File: config.mk
export PLATFORM = sky130hd
export DESIGN_NAME = mtfm_rsp_fifo
export DESIGN_NICKNAME = d
export VERILOG_FILES = /design/src/mtfm_pkg.sv /design/src/mtfm_rsp_fifo.sv
export SDC_FILE = /design/constraint.sdc
export NUM_CORES = 1
export LEC_CHECK = 0
export BUFFER_PORTS_ARGS = -buffer_cell sky130_fd_sc_hd__buf_4
export CELL_PAD_IN_SITES_DETAIL_PLACEMENT = 1
export CELL_PAD_IN_SITES_GLOBAL_PLACEMENT = 1
export CORE_MARGIN = 1.5
export CORE_UTILIZATION = 52
export CTS_BUF_LIST = sky130_fd_sc_hd__clkbuf_8
export CTS_CLUSTER_SIZE = 25
export DETAILED_ROUTE_END_ITERATION = 6
export GPL_TIMING_DRIVEN = 0
export PLACE_DENSITY_LB_ADDON = 0.1
export SYNTH_ARGS = -nofsm -noshare
export SYNTH_HDL_FRONTEND = slang
export SYNTH_SLANG_ARGS = --single-unit
export TNS_END_PERCENT = 50
File: constraint.sdc
create_clock -name clock -period 4 [get_ports clock]
set_input_delay 0.2 -clock clock [delete_from_list [all_inputs] [get_ports clock]]
set_output_delay 0.2 -clock clock [all_outputs]
set_load 0.05 [all_outputs]
File: src/mtfm_pkg.sv
package mtfm_pkg;

   localparam int MAX_SUBS_DEF      = 8;
   localparam int MAX_TOPIC_LEN_DEF = 64;

   // word field widths
   localparam int CMD_W   = 3;
   localparam int SUB_W   = 3;
   localparam int POS_W   = 7;
   localparam int CHAR_W  = 8;
   localparam int COUNT_W = 4;
   localparam int IDX_W   = 3;

   localparam logic [CMD_W-1:0] CMD_CLEAR = 3'd0;
   localparam logic [CMD_W-1:0] CMD_WRITE = 3'd1;
   localparam logic [CMD_W-1:0] CMD_COUNT = 3'd2;
   localparam logic [CMD_W-1:0] CMD_TOPIC = 3'd3;
   localparam logic [CMD_W-1:0] CMD_EMPTY = 3'd4;

   localparam logic [CHAR_W-1:0] CH_NUL   = 8'h00;
   localparam logic [CHAR_W-1:0] CH_HASH  = 8'h23;
   localparam logic [CHAR_W-1:0] CH_PLUS  = 8'h2B;
   localparam logic [CHAR_W-1:0] CH_SLASH = 8'h2F;

   // result queue depth
   localparam int RSP_DEPTH = 4;

   typedef enum logic [1:0] {
      MODE_NORMAL,
      MODE_LEVEL,
      MODE_REST,
      MODE_FAIL
   } mode_type;

   typedef struct packed {
      logic              step;
      logic [CHAR_W-1:0] topic_byte;
      logic              restart;
      logic              fin_last;
      logic              fin_empty;
   } lane_ctl_type;

   typedef struct packed {
      logic             matched;
      logic [IDX_W-1:0] first_match_res;
      logic             topic_too_long;
   } rsp_type;

endpackage

File: src/mtfm_rsp_fifo.sv
module mtfm_rsp_fifo (
   input  logic                                         clock,
   input  logic                                         reset,
   input  logic                                         push,
   input  mtfm_pkg::rsp_type                            push_data,
   input  logic                                         pop,
   output mtfm_pkg::rsp_type                            head,
   output logic [$clog2(mtfm_pkg::RSP_DEPTH + 1)-1:0]   count
);
   import mtfm_pkg::*;

   localparam int PTR_W = $clog2(RSP_DEPTH);
   localparam int CNT_W = $clog2(RSP_DEPTH + 1);

   rsp_type            entry_ff [RSP_DEPTH];
   logic [PTR_W-1:0]   wr_ptr_ff;
   logic [PTR_W-1:0]   rd_ptr_ff;
   logic [CNT_W-1:0]   count_ff;
   logic [CNT_W-1:0]   count_in;

   always_comb begin
      count_in = count_ff;
      if (push && !pop) begin
         count_in = count_ff + CNT_W'(1);
      end else if (pop && !push) begin
         count_in = count_ff - CNT_W'(1);
      end
   end

   always_ff @(posedge clock) begin
      if (push) begin
         entry_ff[wr_ptr_ff] <= push_data;
      end
   end

   always_ff @(posedge clock) begin
      if (reset) begin
         wr_ptr_ff <= '0;
         rd_ptr_ff <= '0;
         count_ff  <= '0;
      end else begin
         if (push) begin
            wr_ptr_ff <= wr_ptr_ff + PTR_W'(1);
         end
         if (pop) begin
            rd_ptr_ff <= rd_ptr_ff + PTR_W'(1);
         end
         count_ff <= count_in;
      end
   end

   assign head  = entry_ff[rd_ptr_ff];
   assign count = count_ff;

endmodule

# == Word level (Yosys, flattened, before mapping) ==
# Memories as Yosys holds them, arrays and structs flattened. A register that Yosys moved wholly into a read port is not among the register bits.
# Cells that the tools add are included.
# totals
inputBits,9
output_inout_bits,8
reg_bits,7
ramBits,20
mem_count,1
# memory_table
name,words,width,read_ports,rd_ports_with_merged_regs,write_ports,line,source
entry_ff,4,5,1,1,1,mtfm_rsp_fifo.sv:15,rsp_type entry_ff [RSP_DEPTH];
# op_classes
n_mux,6
n_reduce_logical,5
n_addsub,4
# ops
cell,count
2-to-1 mux 3 bit,2
adder 2 x 1 -> 2 bit (second input constant),2
2-to-1 mux 2 bit,2
adder 3 x 1 -> 3 bit (second input constant),1
subtractor 3 x 1 -> 3 bit (second input constant),1
logical AND 1 bit,2
zero test 1 bit,2
2-to-1 mux 1 bit,2
nonzero test 2 bit,1

# == Longest topological paths before layout ==
# depth
ltp_word,4
ltp_mapped,7

# == Worst setup path before layout ==
# No wires, ideal clock.
# synth_timing
path_kind,register to register
startpoint,register count_ff[0] (netlist: count[0])
endpoint,register count_ff[2] (netlist: count[2])
period_less_slack_ns,1.614
arrival_ns,1.544
path_slack_ns,2.386
t_required_ns,3.930
stages_incl_launch_ff,5
setup_time_ns,0.070
cell_sequence,dfxtp_1 > fa_1 > xor2_1 > or3_1 > a21oi_1
# synth_between
elab_chain_cells,3
elab_cells_between_ends,4
cone_classes,add/sub (2); mux (2)
# synth_rtl
item,line,source
"start, declared",mtfm_rsp_fifo.sv:18,logic [CNT_W-1:0] count_ff;
"start signal, assigned",mtfm_rsp_fifo.sv:48,count_ff <= count_in;
subtractor 3 x 1 -> 3 bit,mtfm_rsp_fifo.sv:26,count_in = count_ff - CNT_W'(1);
2-to-1 mux 3 bit,mtfm_rsp_fifo.sv:25,end else if (pop && !push) begin
2-to-1 mux 3 bit (*),mtfm_rsp_fifo.sv:23,if (push && !pop) begin
# Every way passes the cells marked *; elsewhere a longest branch is shown, timed or not. The select of a mux whose other input is x is not followed.
# A chain may end at the register's enable or synchronous reset.

==> impl_metrics.csv <==
group,metric,value,unit
outcome,status,"completed",
critical_path,crit_family,"multiplexers",
critical_path,cp.depth,3,
floorplanning,io_pins,17,
final_layout,final_common_cell,"edfxtp_1",
critical_path,cp_slowest_cell,"mux4_2",
global_route,grt_overflow,0,
final_layout,mostFrequentLayoutCells,"20 x edfxtp_1, 15 x buf_4, 9 x dfxtp_1",
timing,worst_slew_pin_slew,0.372,ns
synthesis,synthCells,68,
global_route,track_usage,20.0,%
timing,fmaxAchievable,0.604,GHz
routing,avgRoutedWirePerCell,16.8,µm
final_layout,diodes,0,
global_route,grt_pass1_wl,3330,µm
timing,tns,0,ns
timing,setup-violations-final,0,
worst_hold_path,whs_path_depth,1,
routing,drc_errors,0,
critical_path,cp.arrival,1.46,ns
synthesis,netlist_area,0.00114,mm²
placement,dp_cells,110,
floorplanning,die_area,0.00248,mm²
power,ir_drop,314,µV
critical_path,critical_path_class,"reg2out",
critical_path,worstPathCellList,"buf_6, mux4_2, buf_4",
timing,fin_crit,1.66,ns
clock_tree,cts_resized,0,
final_layout,utilization,67.6,%
final_layout,drive_above_1_share,28.6,%
clock_tree,insertion_delay,0.27,ns
timing,slew_viol_final,0,
worst_hold_path,hold_class,"in2reg",
synthesis,avgSynthCellArea,16.8,µm²
global_route,grt_pass1_vias,691,
final_layout,area_growth,19.8,%
clock_tree,cts_sinks,29,
power,p_per_area,516,mW/mm²
timing,skew,0.00519,ns
routing,vias_per_cell,5.25,
timing,hold_viol,0,
clock_tree,cts_buffer_depth,2,
clock_tree,cts-htree-levels,2,
floorplanning,row_count,16,
final_layout,layout.nets,105,
critical_path,r2r_cells,4,
final_layout,final_cells,118,
critical_path,cp_num_buf_inv,2,
timing,period_share,41.4,%
power,cellLeakagePower,0.538,nW
floorplanning,start_util,56.4,%
clock_tree,post_cts_buffers,0,
routing,ant_nets,0,
timing,relSlewSlack,75.2,%
floorplanning,die_w,49.8,µm
synthesis,ys_seq_area_share,68.4,%
clock_tree,cts.clk_slew.worst_paths,0.06,ns
clock_tree,cts_root_buf,"clkbuf_8",
critical_path,critPathLaunchType,"flip-flop",
clock_tree,cts_buffers,5,
global_route,grt_max_degree,9,
placement,port_buffers,15,
placement,gp_congestion,0.685,
job,maxCapViolCount,0,
routing,drt-total-wl,1990,µm
synthesis,synth_seq_cells,29,
critical_path,cp_max_fo,5,
clock_tree,cts_tree,"yes",
synthesis,yosys_warnings,0,
placement,dp_hpwl,1460,µm
global_route,antenna_found_initial,0,
clock_tree,hold_buffers,0,
critical_path,critPathMaxStageDelay,0.50,ns
routing,first_iter_violations,11,
timing,rsz0062_at_grt,"no",
critical_path,cp.required,3.80,ns
synthesis,synth_cell_types,17,
synthesis,syn_nets,83,
floorplanning,core,0.00202,mm²
routing,dr_total_vias,620,
critical_path,cp-end-kind,"output port",
routing,first_pass_iters,4,
floorplanning,die_h,49.8,µm
## worst reg2reg max path: stages, from the launching register on
cell     delay [ns]
dfxtp_1        0.34
fa_1           0.44
xor2_1         0.16
or3_1          0.30
a21oi_1        0.16
## registers in the layout (all words and copies together) (netlist names), named ones only
name       count
count          3
rd_ptr_ff      2
wr_ptr_ff      2
entry_ff      20
## synthesized netlist by cell type
library cell,number,share of area [%]
nor2_1,7,2.3
nand2_1,1,0.33
xnor2_1,2,1.5
or3_1,1,0.55
fa_1,1,1.8
buf_6,1,0.99
ha_1,5,5.5
edfxtp_1,20,53
xor2_1,3,2.3
mux2i_1,2,1.8
inv_1,4,1.3
a21oi_1,1,0.44
and2_1,4,2.2
mux4_2,5,9.9
dfxtp_1,9,16
clkbuf_1,1,0.33
o21ai_0,1,0.44
## routing by layer
layer  wire (µm)  share of wire (%)  global-route usage, %
met5           0                  0                      0
met4          57                2.9                   11.1
met3          87                4.4                   7.27
met2        1000                 50                   31.6
met1         841                 42                   23.7
## cell type report
class | instances | area (µm²)
clock inverter | 3 | 11.3
timing repair buffer | 15 | 113
buffer | 2 | 15.0
tap | 27 | 33.8
fill | 180 | 654
multi-input combinational | 33 | 330
clock buffer | 5 | 68.8
inverter | 4 | 15.0
sequential | 29 | 781
## cells by family after synthesis
group / synth area share (%)
flops: 68.4
simple gates: 5.37
mux: 11.6
buf+inv: 2.63
fa+ha+maj: 7.24
xor+xnor: 3.84
compound gates: 0.876
## through the flow
stage	area [µm²]	hold WS [ns]	setup WS, ns	power, W
floorplan	1140	0.299	2.39	0.000454
global placement	1290	0.400	2.36	0.000490
detailed placement	1290	0.404	2.30	0.000498
CTS	1370	0.119	2.31	0.000713
global route	1370	0.125	2.29	0.000732
finish	1370	0.131	2.34	0.000705
## final timing paths
path / startpoint / endpoint / slack (ns)
worst min-delay path: push_data[2] / entry_ff[1][2] / 0.13
worst min register to register: count[2] / count[2] / 0.53
worst max-delay path: flip-flop / head[4] / 2.34
worst max register to register: count[0] / count[2] / 2.52
## where the power goes
group / total, W / leakage (nW) / internal [W] / switching (W)
logic: 0.000135 / 0.228 / 0.0000513 / 0.0000838
registers: 0.000355 / 0.258 / 0.000342 / 0.0000130
clock network: 0.000215 / 0.0519 / 0.000115 / 0.0000993
total: 0.000705 / 0.538 / 0.000509 / 0.000196
Note: power is estimated with default switching activity, not from simulation.
