===== src/mtfm_pkg.sv =====
package mtfm_pkg;

   localparam int MAX_SUBS_DEF      = 8;
   localparam int MAX_TOPIC_LEN_DEF = 64;

   // word field widths
   localparam int CMD_W   = 3;
   localparam int SUB_W   = 3;
   localparam int POS_W   = 7;
   localparam int CHAR_W  = 8;
   localparam int COUNT_W = 4;
   localparam int IDX_W   = 3;

   localparam logic [CMD_W-1:0] CMD_CLEAR = 3'd0;
   localparam logic [CMD_W-1:0] CMD_WRITE = 3'd1;
   localparam logic [CMD_W-1:0] CMD_COUNT = 3'd2;
   localparam logic [CMD_W-1:0] CMD_TOPIC = 3'd3;
   localparam logic [CMD_W-1:0] CMD_EMPTY = 3'd4;

   localparam logic [CHAR_W-1:0] CH_NUL   = 8'h00;
   localparam logic [CHAR_W-1:0] CH_HASH  = 8'h23;
   localparam logic [CHAR_W-1:0] CH_PLUS  = 8'h2B;
   localparam logic [CHAR_W-1:0] CH_SLASH = 8'h2F;

   // result queue depth
   localparam int RSP_DEPTH = 4;

   typedef enum logic [1:0] {
      MODE_NORMAL,
      MODE_LEVEL,
      MODE_REST,
      MODE_FAIL
   } mode_type;

   typedef struct packed {
      logic              step;
      logic [CHAR_W-1:0] topic_byte;
      logic              restart;
      logic              fin_last;
      logic              fin_empty;
   } lane_ctl_type;

   typedef struct packed {
      logic             matched;
      logic [IDX_W-1:0] first_match_res;
      logic             topic_too_long;
   } rsp_type;

endpackage


===== src/mtfm_ram.sv =====
module mtfm_ram #(
   parameter int  WIDTH = 8,
   parameter int  DEPTH = 65,
   localparam int AW    = $clog2(DEPTH)
) (
   input  logic             clock,
   input  logic             wr_en,
   input  logic [AW-1:0]    wr_addr,
   input  logic [WIDTH-1:0] wr_data,
   input  logic [AW-1:0]    rd_addr_a,
   output logic [WIDTH-1:0] rd_data_a,
   input  logic [AW-1:0]    rd_addr_b,
   output logic [WIDTH-1:0] rd_data_b
);

   logic [WIDTH-1:0] mem_ff [DEPTH];
   logic [WIDTH-1:0] rd_a_ff;
   logic [WIDTH-1:0] rd_b_ff;

   // read-first: a read at the written address returns the old word
   always_ff @(posedge clock) begin
      if (wr_en) begin
         mem_ff[wr_addr] <= wr_data;
      end
      rd_a_ff <= mem_ff[rd_addr_a];
      rd_b_ff <= mem_ff[rd_addr_b];
   end

   assign rd_data_a = rd_a_ff;
   assign rd_data_b = rd_b_ff;

endmodule


===== src/mtfm_lane.sv =====
module mtfm_lane #(
   parameter int  MAX_TOPIC_LEN = mtfm_pkg::MAX_TOPIC_LEN_DEF,
   localparam int ROW_LEN       = MAX_TOPIC_LEN + 1,
   localparam int AW            = $clog2(ROW_LEN)
) (
   input  logic                       clock,
   input  logic                       reset,
   input  mtfm_pkg::lane_ctl_type     ctl,
   input  logic                       wr_en,
   input  logic [AW-1:0]              wr_addr,
   input  logic [mtfm_pkg::CHAR_W-1:0] wr_data,
   output logic                       hit
);
   import mtfm_pkg::*;

   localparam int CUR_W = $clog2(ROW_LEN + 2);

   logic [CUR_W-1:0]  cursor_ff;
   logic [CUR_W-1:0]  cursor_in;
   logic [CUR_W-1:0]  post_cursor;
   logic [CUR_W-1:0]  rd_addr_a;
   logic [CUR_W-1:0]  rd_addr_b;
   mode_type          mode_ff;
   mode_type          mode_in;
   mode_type          post_mode;
   mode_type          pend_mode_ff;
   logic              fresh_ff;
   logic              pend_sh_ff;
   logic [CHAR_W-1:0] shadow_ff [2];
   logic [CHAR_W-1:0] wdata_ff;
   logic              fwd_a_ff;
   logic              fwd_b_ff;
   logic              oor_a_ff;
   logic              oor_b_ff;
   logic              oor_a;
   logic              oor_b;
   logic [CHAR_W-1:0] ram_a;
   logic [CHAR_W-1:0] ram_b;
   logic [CHAR_W-1:0] mem_a;
   logic [CHAR_W-1:0] mem_b;
   logic [CHAR_W-1:0] c0;
   logic [CHAR_W-1:0] c1;
   logic [CHAR_W-1:0] e0;
   logic [CHAR_W-1:0] e1;

   // on a topic end the memory fetches the final cursor for the match check;
   // the next topic starts from the shadow copy of the first two characters
   assign rd_addr_a = ctl.fin_last ? post_cursor : cursor_in;
   assign rd_addr_b = rd_addr_a + CUR_W'(1);
   assign oor_a     = rd_addr_a >= CUR_W'(ROW_LEN);
   assign oor_b     = rd_addr_b >= CUR_W'(ROW_LEN);

   mtfm_ram #(
      .WIDTH (CHAR_W),
      .DEPTH (ROW_LEN)
   ) u_ram (
      .clock     (clock),
      .wr_en     (wr_en),
      .wr_addr   (wr_addr),
      .wr_data   (wr_data),
      .rd_addr_a (rd_addr_a[AW-1:0]),
      .rd_data_a (ram_a),
      .rd_addr_b (rd_addr_b[AW-1:0]),
      .rd_data_b (ram_b)
   );

   always_ff @(posedge clock) begin
      fwd_a_ff <= wr_en && !oor_a && (wr_addr == rd_addr_a[AW-1:0]);
      fwd_b_ff <= wr_en && !oor_b && (wr_addr == rd_addr_b[AW-1:0]);
      oor_a_ff <= oor_a;
      oor_b_ff <= oor_b;
      wdata_ff <= wr_data;
      if (wr_en && (wr_addr < AW'(2))) begin
         shadow_ff[wr_addr[0]] <= wr_data;
      end
   end

   assign mem_a = oor_a_ff ? CH_NUL : (fwd_a_ff ? wdata_ff : ram_a);
   assign mem_b = oor_b_ff ? CH_NUL : (fwd_b_ff ? wdata_ff : ram_b);
   assign c0    = fresh_ff ? shadow_ff[0] : mem_a;
   assign c1    = fresh_ff ? shadow_ff[1] : mem_b;
   assign e0    = pend_sh_ff ? shadow_ff[0] : mem_a;
   assign e1    = pend_sh_ff ? shadow_ff[1] : mem_b;

   // cursor step for one topic byte
   always_comb begin
      post_cursor = cursor_ff;
      post_mode   = mode_ff;
      if (ctl.step) begin
         case (mode_ff)
            MODE_NORMAL: begin
               if (c0 == CH_HASH) begin
                  post_mode = MODE_REST;
               end else if (c0 == CH_PLUS) begin
                  if (ctl.topic_byte == CH_SLASH) begin
                     // empty level: the '+' must be followed by '/'
                     if (c1 == CH_SLASH) begin
                        post_cursor = cursor_ff + CUR_W'(2);
                     end else begin
                        post_mode = MODE_FAIL;
                     end
                  end else begin
                     post_cursor = cursor_ff + CUR_W'(1);
                     post_mode   = MODE_LEVEL;
                  end
               end else if ((c0 == CH_NUL) || (c0 != ctl.topic_byte)) begin
                  post_mode = MODE_FAIL;
               end else begin
                  post_cursor = cursor_ff + CUR_W'(1);
               end
            end
            MODE_LEVEL: begin
               if (ctl.topic_byte == CH_SLASH) begin
                  if (c0 == CH_SLASH) begin
                     post_cursor = cursor_ff + CUR_W'(1);
                     post_mode   = MODE_NORMAL;
                  end else begin
                     post_mode = MODE_FAIL;
                  end
               end
            end
            default: begin
            end
         endcase
      end
   end

   always_comb begin
      cursor_in = ctl.restart ? '0 : post_cursor;
      mode_in   = ctl.restart ? MODE_NORMAL : post_mode;
   end

   // end-of-topic check, in the cycle after the finishing word
   always_comb begin
      case (pend_mode_ff)
         MODE_NORMAL: hit = (e0 == CH_HASH) || (e0 == CH_NUL) ||
                            ((e0 == CH_PLUS) && (e1 == CH_NUL));
         MODE_LEVEL:  hit = (e0 == CH_NUL);
         MODE_REST:   hit = 1'b1;
         default:     hit = 1'b0;
      endcase
   end

   always_ff @(posedge clock) begin
      if (reset) begin
         cursor_ff    <= '0;
         mode_ff      <= MODE_NORMAL;
         fresh_ff     <= 1'b1;
         pend_sh_ff   <= 1'b0;
         pend_mode_ff <= MODE_NORMAL;
      end else begin
         cursor_ff    <= cursor_in;
         mode_ff      <= mode_in;
         fresh_ff     <= ctl.restart;
         pend_sh_ff   <= ctl.fin_empty;
         pend_mode_ff <= ctl.fin_empty ? MODE_NORMAL : post_mode;
      end
   end

endmodule


===== config.mk =====
export PLATFORM = sky130hd
export DESIGN_NAME = mtfm_lane
export DESIGN_NICKNAME = d
export VERILOG_FILES = /design/src/mtfm_pkg.sv /design/src/mtfm_ram.sv /design/src/mtfm_lane.sv
export SDC_FILE = /design/constraint.sdc
export NUM_CORES = 1
export LEC_CHECK = 0
export CAP_MARGIN = 20
export CORE_MARGIN = 2
export CORE_UTILIZATION = 57
export DETAILED_ROUTE_END_ITERATION = 16
export DONT_BUFFER_PORTS = 1
export PLACE_DENSITY_LB_ADDON = 0.2
export SYNTH_ARGS = -nofsm -noshare
export SYNTH_HDL_FRONTEND = slang
export SYNTH_SLANG_ARGS = --single-unit

===== constraint.sdc =====
create_clock -name clock -period 6.2 [get_ports clock]
set_clock_uncertainty 0.15 [all_clocks]
set_input_delay 0.62 -clock clock [delete_from_list [all_inputs] [get_ports clock]]
set_output_delay 0.62 -clock clock [all_outputs]
set_load 0.03 [all_outputs]

Word level (Yosys, flattened, before mapping):

Memory sizes are Yosys's and may differ from the RTL's. A register that Yosys moved wholly into a read port is not among the register bits.
Cells that the tools add are included.

* bits in writable memories: 536
* register bits after elaboration: 25
* memories: 2
* word-level logic and storage cells: 82
* bits of input ports: 30

* $lt $le $gt $ge: 3
* equality and inequality tests: 13
* add/subtract/negate cells: 3
* muxes and demuxes: 33
* reduce and logical (&&, ||, !) cells: 18

Memory list
* u_ram.mem_ff: depth 65, width 8, rd ports 2, clocked after Yosys merged registers in 2, write ports 1, line mtfm_ram.sv:16 `logic [WIDTH-1:0] mem_ff [DEPTH];`
* shadow_ff: depth 2, width 8, rd ports 2, clocked after Yosys merged registers in 0, write ports 1, line mtfm_lane.sv:29 `logic [CHAR_W-1:0] shadow_ff [2];`

Operator list (count)
* $mux W7: 10
* $mux W8: 8
* $eq A8 B6 Y1 const B: 7
* $logic_not A8 Y1: 3
* $mux W2: 8
* $add A7 B1 Y7 const B: 2
* $eq A7 B7 Y1: 2
* $ge A7 B7 Y1 const B: 2
* $pmux W7 S2: 1
* $ne A8 B8 Y1: 1
* $add A7 B2 Y7 const B: 1
* $lt A7 B2 Y1 const B: 1
* $logic_and A1 B1 Y1: 6
* $eq A2 B1 Y1 const B: 2
* $logic_not A2 Y1: 2
* $mux W1: 4
* $pmux W2 S2: 1
* $reduce_or A2 Y1: 2
* $logic_or A1 B1 Y1: 3
* $pmux W1 S3: 1
* $eq A2 B2 Y1 const B: 1
* $logic_not A1 Y1: 2

Depth between registers and ports, before layout:

* depth in word-level cells: 17
* depth in mapped cells: 22
* gate-level depth less buffers: 15

Cells and area by module:

Synthesis repeated with hierarchy kept, for this count alone.

* cell total of the unflattened synthesis: 1742
* area total of the unflattened synthesis: 28192.0 sq um

Modules (own cells, without submodules)
* mtfm_ram: seq. area each 15935.3 sq um, instances 1, area each 24897.6 sq um, cells an instance 1337
* mtfm_lane: seq. area each 980.9 sq um, instances 1, area each 3294.4 sq um, cells an instance 405

Worst setup path before layout:

OpenSTA, ideal clock, no wires.

* kind: input -> register
* start: in ctl[10] (netlist name)
* end: reg u_ram.rd_b_ff[4], in the netlist u_ram.rd_data_b[4], read port of u_ram.mem_ff
* stages on the path: 19
* data required time: 5.926 ns
* arrival: 5.438 ns
* buffers on the path: 6
* path slack: 0.488 ns
* cells stage by stage: or2_2 > nor3_1 > clkbuf_1 > nor3_1 > a21oi_1 > a21boi_0 > o221ai_2 > nor2_1 > clkbuf_1 > clkbuf_1 > ha_1 > buf_1 > clkbuf_1 > clkbuf_1 > mux4_2 > mux2i_1 > nor2_1 > o31ai_1 > nand3_1

* word-level cells in the longest chain between the ends: 10
* elaborated cells between the ends (all ways): 13
* those cells by class: 1 x add/sub; 2 x eq/ne; 9 x mux; 1 x reduce/logical

Ends and longest elaborated chain
* from (decl): line mtfm_lane.sv:8 `input mtfm_pkg::lane_ctl_type ctl,`
* $ne A8 B8 Y1: line mtfm_lane.sv:106 `end else if ((c0 == CH_NUL) || (c0 != ctl.topic_byte)) begin`
* $logic_or A1 B1 Y1: line mtfm_lane.sv:106
* $mux W7: line mtfm_lane.sv:106
* $mux W7: line mtfm_lane.sv:94 `end else if (c0 == CH_PLUS) begin`
* $mux W7: line mtfm_lane.sv:92 `if (c0 == CH_HASH) begin`
* $pmux W7 S2 (*): line mtfm_lane.sv:90 `case (mode_ff)`
* $mux W7 (*): line mtfm_lane.sv:89 `if (ctl.step) begin`
* $mux W7: line mtfm_lane.sv:129 `cursor_in = ctl.restart ? '0 : post_cursor;`
* $mux W7 (*): line mtfm_lane.sv:48 `assign rd_addr_a = ctl.fin_last ? post_cursor : cursor_in;`
* $add A7 B1 Y7 (*): line mtfm_lane.sv:49 `assign rd_addr_b = rd_addr_a + CUR_W'(1);`
* to (decl): line mtfm_ram.sv:18 `logic [WIDTH-1:0] rd_b_ff;`

Every way passes the cells marked *; elsewhere a longest branch is shown, timed or not.
A chain may end at the register's enable or synchronous reset.

Worst setup path after layout:

* start: reg fresh_ff
* end: reg u_ram.rd_a_ff[1], in the netlist u_ram.rd_data_a[1], read port of u_ram.mem_ff

* word-level cells in the longest chain between the ends: 10
* elaborated cells between the ends (all ways): 20
* those cells by class: 5 x eq/ne; 13 x mux; 2 x reduce/logical

Ends and longest elaborated chain
* from (decl): line mtfm_lane.sv:27 `logic fresh_ff;`
* from (signal assigned): line mtfm_lane.sv:154 `fresh_ff <= ctl.restart;`
* $mux W8, on equally long branches: line mtfm_lane.sv:81, mtfm_lane.sv:80
* $eq A8 B6 Y1 (tied with other cells): line mtfm_lane.sv:97 `if (c1 == CH_SLASH) begin`
* $mux W7 / $logic_or A1 B1 Y1 (equally long branches): line mtfm_lane.sv:97, mtfm_lane.sv:106
* $mux W7, on equally long branches: line mtfm_lane.sv:95, mtfm_lane.sv:106
* $mux W7: line mtfm_lane.sv:94
* $mux W7: line mtfm_lane.sv:92
* $pmux W7 S2 (*): line mtfm_lane.sv:90
* $mux W7 (*): line mtfm_lane.sv:89
* $mux W7: line mtfm_lane.sv:129
* $mux W7 (*): line mtfm_lane.sv:48
* to (decl): line mtfm_ram.sv:17 `logic [WIDTH-1:0] rd_a_ff;`

Marked as above.

==> out/qor.txt <==
Initial antenna violation count - 5
CP startpoint kind - flop
Rows - 81
Final Wtd Congestion - 1.00
Leakage - 10.3 nW
Starting Density - 58.0%
GRT Total Usage - 38.9%
Starting DRT DRC Count - 3405
CP Data Arrival Time - 6.31 ns
Clock power frac - 38.6%
Post-synthesis cell area - 0.0285 sq mm
Top-area cell type share of the netlist area - 56.5%
Worst-path clk slew - 0.07 ns
Mapped Cells - 2260
Vias per inst - 7.28
CP Data Required Time - 6.57 ns
CP Launch Point - fresh_ff$_SDFF_PP1_
Routed wire length - 99400 microns
Die Width - 228 microns
RR Startpoint - fresh_ff$_SDFF_PP1_
Cell taking the most area after synthesis - edfxtp_1
Synth async-reset ratio - 0%
Fin crit share - 95.8%
Critical path fanouts, max - 50
Slew Viols, Final - 0
Rel. slew slack - 20.2%
Sw Share - 27.2%
Hold Crit Depth - 2
Final HPWL DP - 65600 microns
CP endpoint kind - flop
#FFs+latches synth - 577
CP Class - reg -> reg
Final routed DRC violation total - 0
CTS tree - built
I/O pin cnt - 31
R2r setup slk - 0.26 ns
H-tree depth - 2
Nets - 2291
Setup TNS - 0 ns
First-pass GRT wire length - 142000 microns
Layout area overhead - 11.1%
Pin count of the biggest net entering global routing - 89
TritonCTS Sinks - 577
Most common cell after layout, fill and taps aside - edfxtp_1
Gr ovfl total - 0
DR pass1 iterations - 7
Crit path time final - 5.94 ns
Vias in the first global route - 20173
DRT antenna net count - 0
Sequential share of the synthesized area - 59.4%
Most frequent cells in the layout - edfxtp_1, nand2_1, nor2_1, mux4_2, nand3_1
Post-synth cell types - 88
Final Cell Area - 0.0317 sq mm
Clk Latency, worst-skew pair - 0.65 ns
Depth of the worst register-to-register path - 13
Tot Pwr - 9.59 mW
Synth Net Count - 2295
Register share of total power - 45.3%
Clock root cell - clkbuf_16
Ant diodes - 0
Layout cell share with drive strength beyond 1 - 15.7%
Hold Violations, Final - 0
Worst slew pin tran - 1.19 ns
YS warnings - 0
HP Class - in -> reg
Die H - 228 microns
Core ar. - 0.0492 sq mm
Hold path start - ctl[11]
Number of buffers added on ports - 0
P per Cell Area - 303 mW/mm^2
Combinational Power Share - 16.2%
P_int - 6.99 mW
Placed cell area - 0.0294 sq mm
Final hold slack - 0.0301 ns
Routed via count - 21580
Sw Pwr - 2.60 mW
Worst vdd rail ir drop - 0.333 mV
Die area - 0.0518 sq mm
Highest Clock Rate - 168 MHz
Final setup margin - 0.258 ns
Drt wl/cell - 33.5 microns
Number of max-cap violations - 0
Most used DFF post-synth - edfxtp_1
Syn avg cell area - 12.6 sq um
Pre-CTS WS - 0.331 ns
Status - finished clean
# setup viols final - 0
Total CTS buffers - 59
EDFF count, synth - 536
RSZ-0062 raised after global routing - no
Clock Tree Buf Depth - 3
Synth top area cells - edfxtp_1, mux4_2, nand2_1
registers in the layout, indices dropped and copies added (netlist names):
name / count
cursor_ff: 7
fresh_ff: 1
fwd_a_ff: 1
fwd_b_ff: 1
mode_ff: 2
oor_a_ff: 1
oor_b_ff: 1
pend_mode_ff: 2
pend_sh_ff: 1
shadow_ff: 16
u_ram.mem_ff: 520
u_ram.rd_data_a: 8
u_ram.rd_data_b: 8
wdata_ff: 8
critical path, stage by stage, from the launching register on:
cell,delay [ns]
dfxtp_1,0.68
or2_1,0.42
o22ai_1,0.25
nor3_2,0.41
nand3_1,0.17
and4_1,0.26
o21ai_0,0.40
o211a_4,0.58
buf_4,0.60
mux2i_1,0.26
a32oi_1,0.13
a2111oi_1,0.76
o22ai_1,0.34
o32a_1,0.37
synthesized netlist by cell type (8+ instances only):
| library cell | instances |
|---|---|
| a2111oi_0 | 9 |
| a211oi_1 | 14 |
| a21oi_1 | 80 |
| a31oi_1 | 51 |
| a32oi_1 | 18 |
| and3_1 | 27 |
| buf_1 | 26 |
| buf_2 | 25 |
| buf_4 | 13 |
| clkbuf_1 | 86 |
| dfxtp_1 | 41 |
| edfxtp_1 | 536 |
| mux2i_1 | 60 |
| mux4_2 | 137 |
| nand2_1 | 369 |
| nand2b_1 | 8 |
| nand3_1 | 114 |
| nand4_1 | 51 |
| nor2_1 | 188 |
| nor2b_1 | 11 |
| nor3_1 | 49 |
| o211ai_1 | 13 |
| o21a_1 | 10 |
| o21ai_0 | 58 |
| o22ai_1 | 56 |
| or3_1 | 9 |
| xnor2_1 | 25 |
| xor2_1 | 10 |
repair_timing:
item | CTS | global route
setup buffers | 0 | 0
resized for setup | 0 | 2
endpoints found under the setup margin | 0 | 2
hold buffers | 12 | 0
endpoints found under the hold margin | 548 | 0
routing by layer:
layer	GRT usage, %	vias to the layer above	wire, microns	share of wire, %
met2	56.5	1783	43300	44
met3	10.5	266	13400	13
li1	-	8824	-	-
met1	55.2	10699	37600	38
met5	0	-	63	0.063
met4	17.7	8	5020	5.1
worst paths after layout:
path,to
setup / recovery,u_ram.rd_data_a[1]$_DFF_P_
hold / removal,mode_ff[1]$_SDFF_PP0_
setup reg to reg,u_ram.rd_data_a[1]$_DFF_P_
hold reg to reg,u_ram.rd_data_b[0]$_DFF_P_
cells by family (layout without fill, tap and decap cells):
logic type | count (synthesis) | count (layout) | share of synthesized area, %
muxes | 202 | 202 | 13.1
and+or+nand+nor | 881 | 881 | 14.2
AOI/OAI and AO/OA | 395 | 395 | 9.25
buffers and inverters | 163 | 204 | 2.56
adders and majority gates | 5 | 5 | 0.220
xor gates and xnor gates | 37 | 37 | 1.23
DFF | 577 | 577 | 59.4
through the flow:
step	util [%]	cells
after global placement	59.8	2845
after floorplan	-	2260
after global routing	64.4	2965
after CTS	64.4	2963
after detailed placement	59.8	2845
final	64.4	2965
area by class of cell:
type	instances	area, sq um
fill	3636	17500
tap	664	831
multi-input combinational	1520	11000
clock inverter	41	468
clock buffer	65	1520
inverter	8	37.5
sequential	577	16900
timing repair buffer	90	937
power groups by stage:
stage	Sequential [mW]	Clock [mW]	Combinational (mW)
2_1_floorplan	4.41	0	0.921
3_3_place_gp	4.42	0	1.40
3_5_place_dp	4.42	0	1.41
4_1_cts	4.34	3.70	1.50
5_1_grt	4.34	3.84	1.60
6_report	4.34	3.70	1.55
Note: power is estimated with default switching activity, not from simulation.
